<file path="config.mk">
export PLATFORM = sky130hd
export DESIGN_NAME = qph_fifo
export DESIGN_NICKNAME = d
export VERILOG_FILES = /design/src/rtl/qph_pkg.sv /design/src/rtl/qph_fifo.sv
export SDC_FILE = /design/constraint.sdc
export NUM_CORES = 1
export LEC_CHECK = 0
export BUFFER_PORTS_ARGS = -buffer_cell sky130_fd_sc_hd__buf_2
export CAP_MARGIN = 20
export CORE_MARGIN = 3
export CORE_UTILIZATION = 45
export DETAILED_ROUTE_END_ITERATION = 8
export PLACE_DENSITY = 0.67
export SLEW_MARGIN = 20
export SYNTH_ARGS = -nofsm -noshare
export SYNTH_HDL_FRONTEND = slang
export SYNTH_SLANG_ARGS = --single-unit
</file>
<file path="constraint.sdc">
create_clock -name clk -period 5.78 [get_ports clk]
set_input_delay 0.578 -clock clk [delete_from_list [all_inputs] [get_ports clk]]
set_output_delay 0.578 -clock clk [all_outputs]
set_load 0.005 [all_outputs]
</file>
<file path="src/rtl/qph_pkg.sv">
// Shared types and constants for the quadratic-probe hash table.
package qph_pkg;

    localparam int TABLE_SLOTS = 1024;
    localparam int SLOT_W      = $clog2(TABLE_SLOTS);
    localparam int CNT_W       = SLOT_W + 1;
    localparam int STEP_W      = SLOT_W + 1;
    localparam int KEY_W       = 54;
    localparam int DATA_W      = 32;
    localparam int PROD_W      = 64;
    localparam int MULT_W      = 10;
    localparam int WORD_W      = 1 + KEY_W + DATA_W;

    // floor(P/10^12) = floor((P >> 12) * RECIP / 2^80), RECIP = ceil(2^92/10^12),
    // exact for every P below 2^64
    localparam int DIV_SHIFT   = 12;
    localparam int NUM_W       = PROD_W - DIV_SHIFT;
    localparam int NUM_HALF    = NUM_W / 2;
    localparam int RECIP_W     = 53;
    localparam int RCP_LO_W    = 27;
    localparam int HOME_LSB    = 80;
    localparam int ACC_W       = HOME_LSB + SLOT_W;

    localparam logic [MULT_W-1:0]   HASH_MUL    = MULT_W'(739);
    localparam logic [RECIP_W-1:0]  HASH_RECIP  = 53'd4951760157141522;
    localparam logic [RCP_LO_W-1:0] RECIP_LO    = HASH_RECIP[RCP_LO_W-1:0];
    localparam logic [RCP_LO_W-1:0] RECIP_HI    = RCP_LO_W'(HASH_RECIP[RECIP_W-1:RCP_LO_W]);
    localparam logic [STEP_W-1:0]   PROBE_LIMIT = STEP_W'(TABLE_SLOTS - 1);

    localparam logic ACT_INSERT = 1'b0;
    localparam logic ACT_LOOKUP = 1'b1;

    typedef enum logic [2:0] {
        ST_INSERTED  = 3'd0,
        ST_FOUND     = 3'd1,
        ST_DUPLICATE = 3'd2,
        ST_FULL      = 3'd3,
        ST_NOT_FOUND = 3'd4,
        ST_EXHAUSTED = 3'd5,
        ST_EMPTY     = 3'd6
    } status_t;

    typedef enum logic [1:0] {
        FR_IDLE,
        FR_MUL,
        FR_DIV,
        FR_PUSH
    } front_state_t;

    typedef enum logic [1:0] {
        BK_CLEAR,
        BK_IDLE,
        BK_PROBE
    } back_state_t;

    // Hashed request passed from front to back
    typedef struct packed {
        logic              action;
        logic [KEY_W-1:0]  key;
        logic [DATA_W-1:0] data;
        logic [SLOT_W-1:0] home;
    } req_t;

endpackage

</file>
<file path="src/rtl/qph_fifo.sv">
// Two-entry request queue between front and back.
module qph_fifo (
    input  logic          clk,
    input  logic          rst_n,
    input  logic          push,
    input  qph_pkg::req_t push_req,
    input  logic          pop,
    output qph_pkg::req_t head,
    output logic          not_empty,
    output logic          full
);

    qph_pkg::req_t entries_reg [2];
    logic       wr_ptr_reg, wr_ptr_next;
    logic       rd_ptr_reg, rd_ptr_next;
    logic [1:0] cnt_reg, cnt_next;

    always_ff @(posedge clk or negedge rst_n)
    begin
        if (!rst_n)
        begin
            wr_ptr_reg <= 1'b0;
            rd_ptr_reg <= 1'b0;
            cnt_reg    <= 2'd0;
        end
        else
        begin
            wr_ptr_reg <= wr_ptr_next;
            rd_ptr_reg <= rd_ptr_next;
            cnt_reg    <= cnt_next;
        end
    end

    always_ff @(posedge clk)
    begin
        if (push)
        begin
            entries_reg[wr_ptr_reg] <= push_req;
        end
    end

    always_comb
    begin
        wr_ptr_next = push ? ~wr_ptr_reg : wr_ptr_reg;
        rd_ptr_next = pop ? ~rd_ptr_reg : rd_ptr_reg;
        cnt_next    = cnt_reg + 2'(push) - 2'(pop);
    end

    assign head      = entries_reg[rd_ptr_reg];
    assign not_empty = (cnt_reg != 2'd0);
    assign full      = (cnt_reg == 2'd2);

endmodule

</file>
==> impl_results.md <==
* Outcome: finished clean
* Seq/Total Area, Yosys at 81.5%
* H-tree levels at 4
* Initial antenna violation count at 3
* Post-CTS sizing at 0
* Cell area after layout at 9100 sq um
* Gr usage total at 14.9%
* Post-Synth Adder-Cell Area at 0.344%
* Worst r2r dst: entries_reg[1][48]$_DFFE_PP_
* Mux contribution to synthesized area at 16.1%
* Fin nets at 632
* P_sw at 1100 uW
* Cell internal pwr at 3180 uW
* Worst skew pair latency at 0.42 ns
* Unrepaired setup endpoints after global routing: false
* CTS Sinks at 198
* First drt pass iteration count at 4
* Commonest non-fill, non-tap cell in the layout: buf_2
* Core Box Area at 15500 sq um
* Final HPWL DP at 8550 um
* Switch share at 25.7%
* Mapped Avg Cell Area at 22.9 sq um
* Via count of the first global-routing pass at 4024
* WL/cell at 17.2 um
* Full die area at 17700 sq um
* Largest family of logic cells by synthesized area: multiplexers
* Layout cells sized above 1 at 61.4%
* Cell Area, Placed at 8500 sq um
* PwrDens at 470 nW/um^2
* Slew Viols, Final at 0
* Vias/cell at 4.79
* Cell taking the most area after synthesis: edfxtp_1
* Mapped cell area at 7270 sq um
* Max_cap viols at 0
* Fmax at 314 MHz
* Starting Density at 47.0%
* Required time of the critical path at 5.20 ns
* Final-report setup violation count at 0
* Worst-case reg-to-reg path depth at 2
* Detail Route Antenna Nets at 0
* First-pass GRT wire length at 20200 um
* Cells after Synth at 317
* Slew @ Worst Pin at 0.747 ns
* Maximum root-to-sink buffer count at 2
* CTS Buf Count at 17
* Synth area leaders: edfxtp_1 80%, mux2_2 12%, mux2_4 4.1%, dfrtp_1 1.4%, buf_6 0.62%
* Fin crit share at 55.1%
* Final Routed Wirelength at 13000 um
* Final Hold Viols at 0
* Die W at 133 um
* Synth Register Bits at 198
* Compound-Gate Fraction of Synth Area at 0%
* Setup_tns at 0 ns
* Most frequent cells in the layout: 199 x buf_2, 194 x edfxtp_1, 77 x mux2_2
* Worst Setup Start Kind: register
* Hold WC Path Type: input port to register
* Row Count at 45
* Grt total ovfl at 0
* Area growth, synth to finish at 25.1%
* Count of cell types in the netlist at 13
* Clock transition at path regs at 0.07 ns
* Worst EP arrival at 2.61 ns
* Total vias in the final route at 3618
* Clk root buf: clkbuf_16
* Worst-path fanout max at 52
* Pin count of the biggest net entering global routing at 56
* Hold EP: entries_reg[0][82]$_DFFE_PP_
* Yosys Warn Count at 0
* Min-delay src: push_req[82]
* Max VDD drop at 309 uV
* Placer congestion estimate at 0.738
* Clock power frac at 27.2%
* Minimum clock period at 3.19 ns
* Combinational fraction of design power at 25.1%
* IO buf count at 199
* Rel. slew slack at 50.2%
* Synth Area in XOR/XNOR at 0.568%
* Reg-to-reg slack, setup at 3.68 ns
* Worst Setup Path Type: register to output pin
* Hold Path Depth at 1
* # hold bufs at CTS at 1
* Finished Core Util at 58.8%
* IO Count at 200
* Max FFs per register at 194
* Worst Setup End Kind: output pin
* Yosys top cell area share at 80.1%
* Power share of the sequential group at 47.6%
* Simple-gate portion of the synthesized area at 0.344%
* CTS tree: yes
* Mapped Nets at 420
* Die Span Y at 133 um
* Final Skew at 0.00474 ns
* # DRC at 0
* Leakage at 0.00349 uW
* Worst r2r src: wr_ptr_reg$_DFFE_PN0P_
* Post-CTS Setup Bufs at 0
* Iter 0 DRT Violations at 175
how the worst max path moves through the flow:
stage,from,end,slack (ns),cells after the start
after global placement,rd_ptr_reg$_DFFE_PN0P_,head[8],2.98,3
after detailed placement,rd_ptr_reg$_DFFE_PN0P_,head[8],2.98,3
final,rd_ptr_reg$_DFFE_PN0P_,head[2],2.59,3
after CTS,rd_ptr_reg$_DFFE_PN0P_,head[8],2.52,3
after global routing,rd_ptr_reg$_DFFE_PN0P_,head[2],2.41,3
after floorplan,push,entries_reg[0][0]$_DFFE_PP_,0.41,1
area by class of cell:
type	count	area, sq um
antenna	2	5.00
timing repair buffer	204	1040
multi-input combinational	106	1270
clock buffer	19	433
fill	1188	6380
sequential	198	5930
clock inverter	13	155
inverter	2	7.51
tap	211	264
cell families (layout without fill, tap and decap cells):
kind of cell,count (synthesis),in the layout
and+or+nand+nor,4,4
xor gates and xnor gates,3,3
DFF,198,198
other,0,2
buffers and inverters,13,238
adders and majority gates,2,2
muxes,97,97
synthesized netlist by cell type, drive strengths merged:
library cell and count:
and2 1, buf 11, dfrtp 4, edfxtp 194, ha 2, inv 2, mux2 97, nor2b 2
or2 1, xor2 2, xor3 1
power by group through the flow:
| stage | Combinational (uW) | Clock [uW] | Sequential [uW] |
|---|---|---|---|
| after detailed placement | 1100 | 0 | 2080 |
| after global placement | 1100 | 0 | 2060 |
| final | 1080 | 1170 | 2040 |
| after floorplan | 740 | 0 | 2010 |
| after global routing | 1180 | 1250 | 2070 |
| after CTS | 1110 | 1190 | 2050 |
layer usage:
layer  GRT usage, %  vias to the layer above  wire [um]
met5              0                        -         21
met2           25.4                      134       6560
met1           16.3                     1773       4970
met4           6.17                        4        284
li1               -                     1685          -
met3           6.57                       22       1150
critical path: stages, from the launching register on:
cell     delay, ns
dfrtp_4       0.86
buf_4         0.71
mux2_2        0.42
buf_2         0.14
metrics by stage:
step                worst slack [ns]  total power (uW)  cells  hold slack (ns)
global placement                2.98              3160    720            0.388
finish                          2.59              4280    755            0.344
detailed placement              2.98              3180    720            0.389
floorplan                      0.413              2750    317            0.282
CTS                             2.52              4350    753            0.318
global route                    2.41              4510    754            0.321
Power figures use the tool's default switching activity.
