--- config.mk ---
export PLATFORM = sky130hd
export DESIGN_NAME = qph_front
export DESIGN_NICKNAME = d
export VERILOG_FILES = /design/src/rtl/qph_pkg.sv /design/src/rtl/qph_front.sv
export SDC_FILE = /design/constraint.sdc
export NUM_CORES = 2
export LEC_CHECK = 0
export BUFFER_PORTS_ARGS = -buffer_cell sky130_fd_sc_hd__buf_2
export CAP_MARGIN = 10
export CORE_MARGIN = 1.5
export CORE_UTILIZATION = 65
export DETAILED_ROUTE_END_ITERATION = 8
export PLACE_DENSITY = 0.89
export SLEW_MARGIN = 10
export SYNTH_ARGS = -nofsm -noshare
export SYNTH_HDL_FRONTEND = slang
export SYNTH_SLANG_ARGS = --single-unit
--- constraint.sdc ---
create_clock -name clk -period 15.55 [get_ports clk]
set_input_delay 0.7775 -clock clk [delete_from_list [all_inputs] [get_ports clk]]
set_output_delay 0.7775 -clock clk [all_outputs]
set_load 0.01 [all_outputs]
--- src/rtl/qph_pkg.sv ---
// Shared types and constants for the quadratic-probe hash table.
package qph_pkg;

    localparam int TABLE_SLOTS = 1024;
    localparam int SLOT_W      = $clog2(TABLE_SLOTS);
    localparam int CNT_W       = SLOT_W + 1;
    localparam int STEP_W      = SLOT_W + 1;
    localparam int KEY_W       = 54;
    localparam int DATA_W      = 32;
    localparam int PROD_W      = 64;
    localparam int MULT_W      = 10;
    localparam int WORD_W      = 1 + KEY_W + DATA_W;

    // floor(P/10^12) = floor((P >> 12) * RECIP / 2^80), RECIP = ceil(2^92/10^12),
    // exact for every P below 2^64
    localparam int DIV_SHIFT   = 12;
    localparam int NUM_W       = PROD_W - DIV_SHIFT;
    localparam int NUM_HALF    = NUM_W / 2;
    localparam int RECIP_W     = 53;
    localparam int RCP_LO_W    = 27;
    localparam int HOME_LSB    = 80;
    localparam int ACC_W       = HOME_LSB + SLOT_W;

    localparam logic [MULT_W-1:0]   HASH_MUL    = MULT_W'(739);
    localparam logic [RECIP_W-1:0]  HASH_RECIP  = 53'd4951760157141522;
    localparam logic [RCP_LO_W-1:0] RECIP_LO    = HASH_RECIP[RCP_LO_W-1:0];
    localparam logic [RCP_LO_W-1:0] RECIP_HI    = RCP_LO_W'(HASH_RECIP[RECIP_W-1:RCP_LO_W]);
    localparam logic [STEP_W-1:0]   PROBE_LIMIT = STEP_W'(TABLE_SLOTS - 1);

    localparam logic ACT_INSERT = 1'b0;
    localparam logic ACT_LOOKUP = 1'b1;

    typedef enum logic [2:0] {
        ST_INSERTED  = 3'd0,
        ST_FOUND     = 3'd1,
        ST_DUPLICATE = 3'd2,
        ST_FULL      = 3'd3,
        ST_NOT_FOUND = 3'd4,
        ST_EXHAUSTED = 3'd5,
        ST_EMPTY     = 3'd6
    } status_t;

    typedef enum logic [1:0] {
        FR_IDLE,
        FR_MUL,
        FR_DIV,
        FR_PUSH
    } front_state_t;

    typedef enum logic [1:0] {
        BK_CLEAR,
        BK_IDLE,
        BK_PROBE
    } back_state_t;

    // Hashed request passed from front to back
    typedef struct packed {
        logic              action;
        logic [KEY_W-1:0]  key;
        logic [DATA_W-1:0] data;
        logic [SLOT_W-1:0] home;
    } req_t;

endpackage

--- src/rtl/qph_front.sv ---
// Front end: accepts requests and computes the home slot by reciprocal multiplication.
module qph_front (
    input  logic                        clk,
    input  logic                        rst_n,
    input  logic                        in_valid,
    output logic                        in_stall,
    input  logic                        action,
    input  logic [qph_pkg::KEY_W-1:0]   key,
    input  logic [qph_pkg::DATA_W-1:0]  entry_data,
    input  logic                        clearing,
    input  logic                        q_full,
    output logic                        q_push,
    output qph_pkg::req_t               q_req
);

    localparam int PP_W = qph_pkg::NUM_HALF + qph_pkg::RCP_LO_W;

    qph_pkg::front_state_t state_reg, state_next;
    logic                        action_reg, action_next;
    logic [qph_pkg::KEY_W-1:0]   key_reg, key_next;
    logic [qph_pkg::DATA_W-1:0]  data_reg, data_next;
    logic [qph_pkg::NUM_W-1:0]   num_reg, num_next;
    logic [qph_pkg::ACC_W-1:0]   acc_reg, acc_next;
    logic [1:0]                  part_reg, part_next;
    logic [qph_pkg::PROD_W-1:0]  product;
    logic [qph_pkg::NUM_HALF-1:0] mul_a;
    logic [qph_pkg::RCP_LO_W-1:0] mul_b;
    logic [PP_W-1:0]             partial;
    logic [qph_pkg::ACC_W-1:0]   partial_sh;

    always_ff @(posedge clk or negedge rst_n)
    begin
        if (!rst_n)
        begin
            state_reg <= qph_pkg::FR_IDLE;
        end
        else
        begin
            state_reg <= state_next;
        end
    end

    always_ff @(posedge clk)
    begin
        action_reg <= action_next;
        key_reg    <= key_next;
        data_reg   <= data_next;
        num_reg    <= num_next;
        acc_reg    <= acc_next;
        part_reg   <= part_next;
    end

    assign product = qph_pkg::PROD_W'(key_reg) * qph_pkg::PROD_W'(qph_pkg::HASH_MUL);

    // one partial product a cycle: bit 1 picks the numerator half, bit 0 the reciprocal half
    assign mul_a   = part_reg[1] ? num_reg[qph_pkg::NUM_W-1:qph_pkg::NUM_HALF]
                                 : num_reg[qph_pkg::NUM_HALF-1:0];
    assign mul_b   = part_reg[0] ? qph_pkg::RECIP_HI : qph_pkg::RECIP_LO;
    assign partial = PP_W'(mul_a) * PP_W'(mul_b);

    always_comb
    begin
        case (part_reg)
            2'd0:    partial_sh = qph_pkg::ACC_W'(partial);
            2'd1:    partial_sh = qph_pkg::ACC_W'(partial) << qph_pkg::RCP_LO_W;
            2'd2:    partial_sh = qph_pkg::ACC_W'(partial) << qph_pkg::NUM_HALF;
            2'd3:    partial_sh = qph_pkg::ACC_W'(partial) << PP_W;
            default: partial_sh = '0;
        endcase
    end

    always_comb
    begin
        state_next  = state_reg;
        action_next = action_reg;
        key_next    = key_reg;
        data_next   = data_reg;
        num_next    = num_reg;
        acc_next    = acc_reg;
        part_next   = part_reg;
        in_stall    = 1'b1;
        q_push      = 1'b0;
        q_req.action = action_reg;
        q_req.key    = key_reg;
        q_req.data   = data_reg;
        q_req.home   = acc_reg[qph_pkg::ACC_W-1:qph_pkg::HOME_LSB];
        case (state_reg)
            qph_pkg::FR_IDLE:
            begin
                in_stall = clearing;
                if (in_valid && !clearing)
                begin
                    action_next = action;
                    key_next    = key;
                    data_next   = entry_data;
                    state_next  = qph_pkg::FR_MUL;
                end
            end
            qph_pkg::FR_MUL:
            begin
                // low 12 bits of the product cannot change the quotient
                num_next   = product[qph_pkg::PROD_W-1:qph_pkg::DIV_SHIFT];
                acc_next   = '0;
                part_next  = 2'd0;
                state_next = qph_pkg::FR_DIV;
            end
            qph_pkg::FR_DIV:
            begin
                // sum kept modulo 2^ACC_W; only the home bits at the top are used
                acc_next  = acc_reg + partial_sh;
                part_next = part_reg + 2'd1;
                if (part_reg == 2'd3)
                begin
                    state_next = qph_pkg::FR_PUSH;
                end
            end
            qph_pkg::FR_PUSH:
            begin
                if (!q_full)
                begin
                    q_push     = 1'b1;
                    state_next = qph_pkg::FR_IDLE;
                end
            end
            default:
            begin
                state_next = qph_pkg::FR_IDLE;
            end
        endcase
    end

endmodule

==> results_dict.tcl <==
set metrics [dict create \
    async_flop_share_pct 0.862 \
    grt_pass1_vias 32779 \
    dp_hpwl_microns 94900 \
    path_buf_inv 6 \
    areaGrowthSynthToFinish_pct 6.37 \
    start_util_pct 65.7 \
    synth-seq-cells 232 \
    tightest_slew_ns 1.08 \
    drive_gt1_share_pct 7.27 \
    overflow 0 \
    crit_family "adder cells" \
    min_period_ns 11.86 \
    r2r-start "part_reg[1]$_SDFFCE_PN0P_" \
    clockBufferDepth 3 \
    hold_class "in2reg" \
    nNetsFinal 5486 \
    htreeDepth 1 \
    final_common_cell "inv_1" \
    die_w_microns 250 \
    antenna_left 0 \
    cp_data_required_time_ns 15.91 \
    synth_xor_area_share_pct 4.95 \
    row_count 90 \
    fmax_mhz 84.3 \
    wl_per_cell_microns 22.7 \
    core-area_sq_um 60400 \
    syn_area_per_cell_sq_um 9.47 \
    antenna_found_initial 1 \
    tns_ns 0 \
    crit_path_end_kind "flip-flop" \
    cp_slowest_cell "mux2i_1" \
    skew_ns 0.0732 \
    num_io_pins 191 \
    synth_warnings 0 \
    ys.flop_type "edfxtp_1" \
    first_pass_iters 9 \
    synthAdderAreaFrac_pct 44.3 \
    period_share_pct 76.2 \
    cpPeakStageDelay_ns 0.71 \
    netlist_instances 4191 \
    drt-initial-drc-count 3666 \
    drv_cap 0 \
    dieHeight_microns 250 \
    synthMuxAreaShare_pct 0.965 \
    critPathKind "reg2reg" \
    clk_latency_ns 0.65 \
    portBuffers 190 \
    synth-edff-count 230 \
    cp_max_fo 30 \
    synth.cell_area_sq_um 39700 \
    synth-simple-area-share_pct 10.4 \
    drc 0 \
    grt_max_degree 80 \
    crit_arrival_ns 12.22 \
    rsz0062_at_grt "false" \
    track_usage_pct 36.9 \
    status "completed" \
    die_area_sq_um 62500 \
    grt_first_pass_wirelength_microns 179000 \
    root_buffer "clkbuf_16" \
    cp_common_cell "fa_1" \
    ys_types 94 \
    numCtsBuffers 28 \
    drt-total-wl_microns 116000 \
    synth_top_family_by_area "adder cells" \
    clk_pin_slew_worst_paths_ns 0.08 \
    start_kind "flip-flop" \
    cts_tree "built" \
    critPathLaunch "part_reg[1]$_SDFFCE_PN0P_" \
    hold_violations 0 \
    cts.sinks 232 \
    final_cell_mix "inv_1 (749), ha_1 (580), fa_1 (513)" \
    via_per_inst 6.30 \
    seq_area_frac_synth_pct 17.5 \
    drv_slew 0 \
    finalSetupViolCount 0 \
    gp_congestion 1.02 \
    largest_reg_flops 89 \
    vias 32112 \
    slew_headroom_pct 27.5 \
    timing.hold.worst.start "entry_data[28]" \
    synth_compound_area_share_pct 13.0 \
]
==> metrics by stage <==
| stage | hold slack [ns] | util (%) | cells | setup slack (ns) | instance area (sq um) |
|---|---|---|---|---|---|
| after detailed placement | 0.566 | 68.3 | 5049 | 4.04 | 41200 |
| after CTS | 0.302 | 69.9 | 5099 | 3.96 | 42200 |
| after global routing | 0.303 | 69.9 | 5099 | 3.08 | 42200 |
| after floorplan | 0.482 | - | 4202 | 5.22 | 39700 |
| final | 0.314 | 69.9 | 5100 | 3.69 | 42200 |
| after global placement | 0.570 | 68.3 | 5049 | 4.24 | 41200 |
==> cells in the mapped netlist (27+ instances only) <==
library cell  instances  area (sq um)
nand2_1             246           923
a21oi_1             251          1260
edfxtp_1            230          6910
fa_1                513         10300
nand2b_1             33           206
a31oi_1              27           169
mux2i_1              36           360
clkbuf_1            118           443
xor2_1               82           718
nor3_1               45           225
a21o_1              115           863
and2_1               39           244
nand3_1              43           215
o21bai_1             33           248
o21ai_0             150           751
xnor2_1             142          1240
nor2_1              320          1200
ha_1                583          7290
inv_1               749          2810
nand4_1              57           357
==> repair_timing <==
action	in CTS	in global routing
hold buffers	1	0
gates resized for setup	0	0
setup endpoints to repair	0	0
hold endpoints to repair	2	0
buffers inserted	0	0
==> final timing paths <==
path                                              to  slack (ns)  depth (start not counted)
setup / recovery           acc_reg[76]$_SDFFCE_PN0P_        3.69                         39
hold / removal                data_reg[28]$_DFFE_PP_        0.31                          1
setup reg to reg           acc_reg[76]$_SDFFCE_PN0P_        3.69                         39
hold reg to reg             acc_reg[1]$_SDFFCE_PN0P_        0.67                          2
max in group asynchronous   state_reg[0]$_DFFE_PN0P_       14.96                          2
min in group asynchronous   state_reg[1]$_DFFE_PN0P_        0.50                          2
==> per-layer routing <==
layer / track usage (%) / wire length, microns
met1: 48.4 / 44900
met2: 60.5 / 54100
met3: 7.76 / 12000
met4: 13.8 / 4940
met5: 0 / 0
==> cell families (layout without fill, tap and decap cells) <==
group	Yosys count	count (layout)
adder cells (fa/ha/maj)	1098	1098
buffers and inverters	907	1022
AND/OR/NAND/NOR	891	891
AO/OA/AOI/OAI	799	799
flip-flops	232	232
XOR/XNOR	224	224
multiplexers	38	38
other	2	14
==> final cells by class <==
type	count	area [sq um]
Multi-Input combinational cell	3063	29300
Fill cell	4349	18200
Sequential cell	232	6960
Inverter	758	2850
Timing Repair Buffer	215	1140
Tap cell	782	978
Clock buffer	29	704
Clock inverter	20	284
Antenna cell	1	2.50
Power is left out: the tool's default activity adds up to more than one toggle a clock period on the data nets, which glitch-free logic cannot reach.
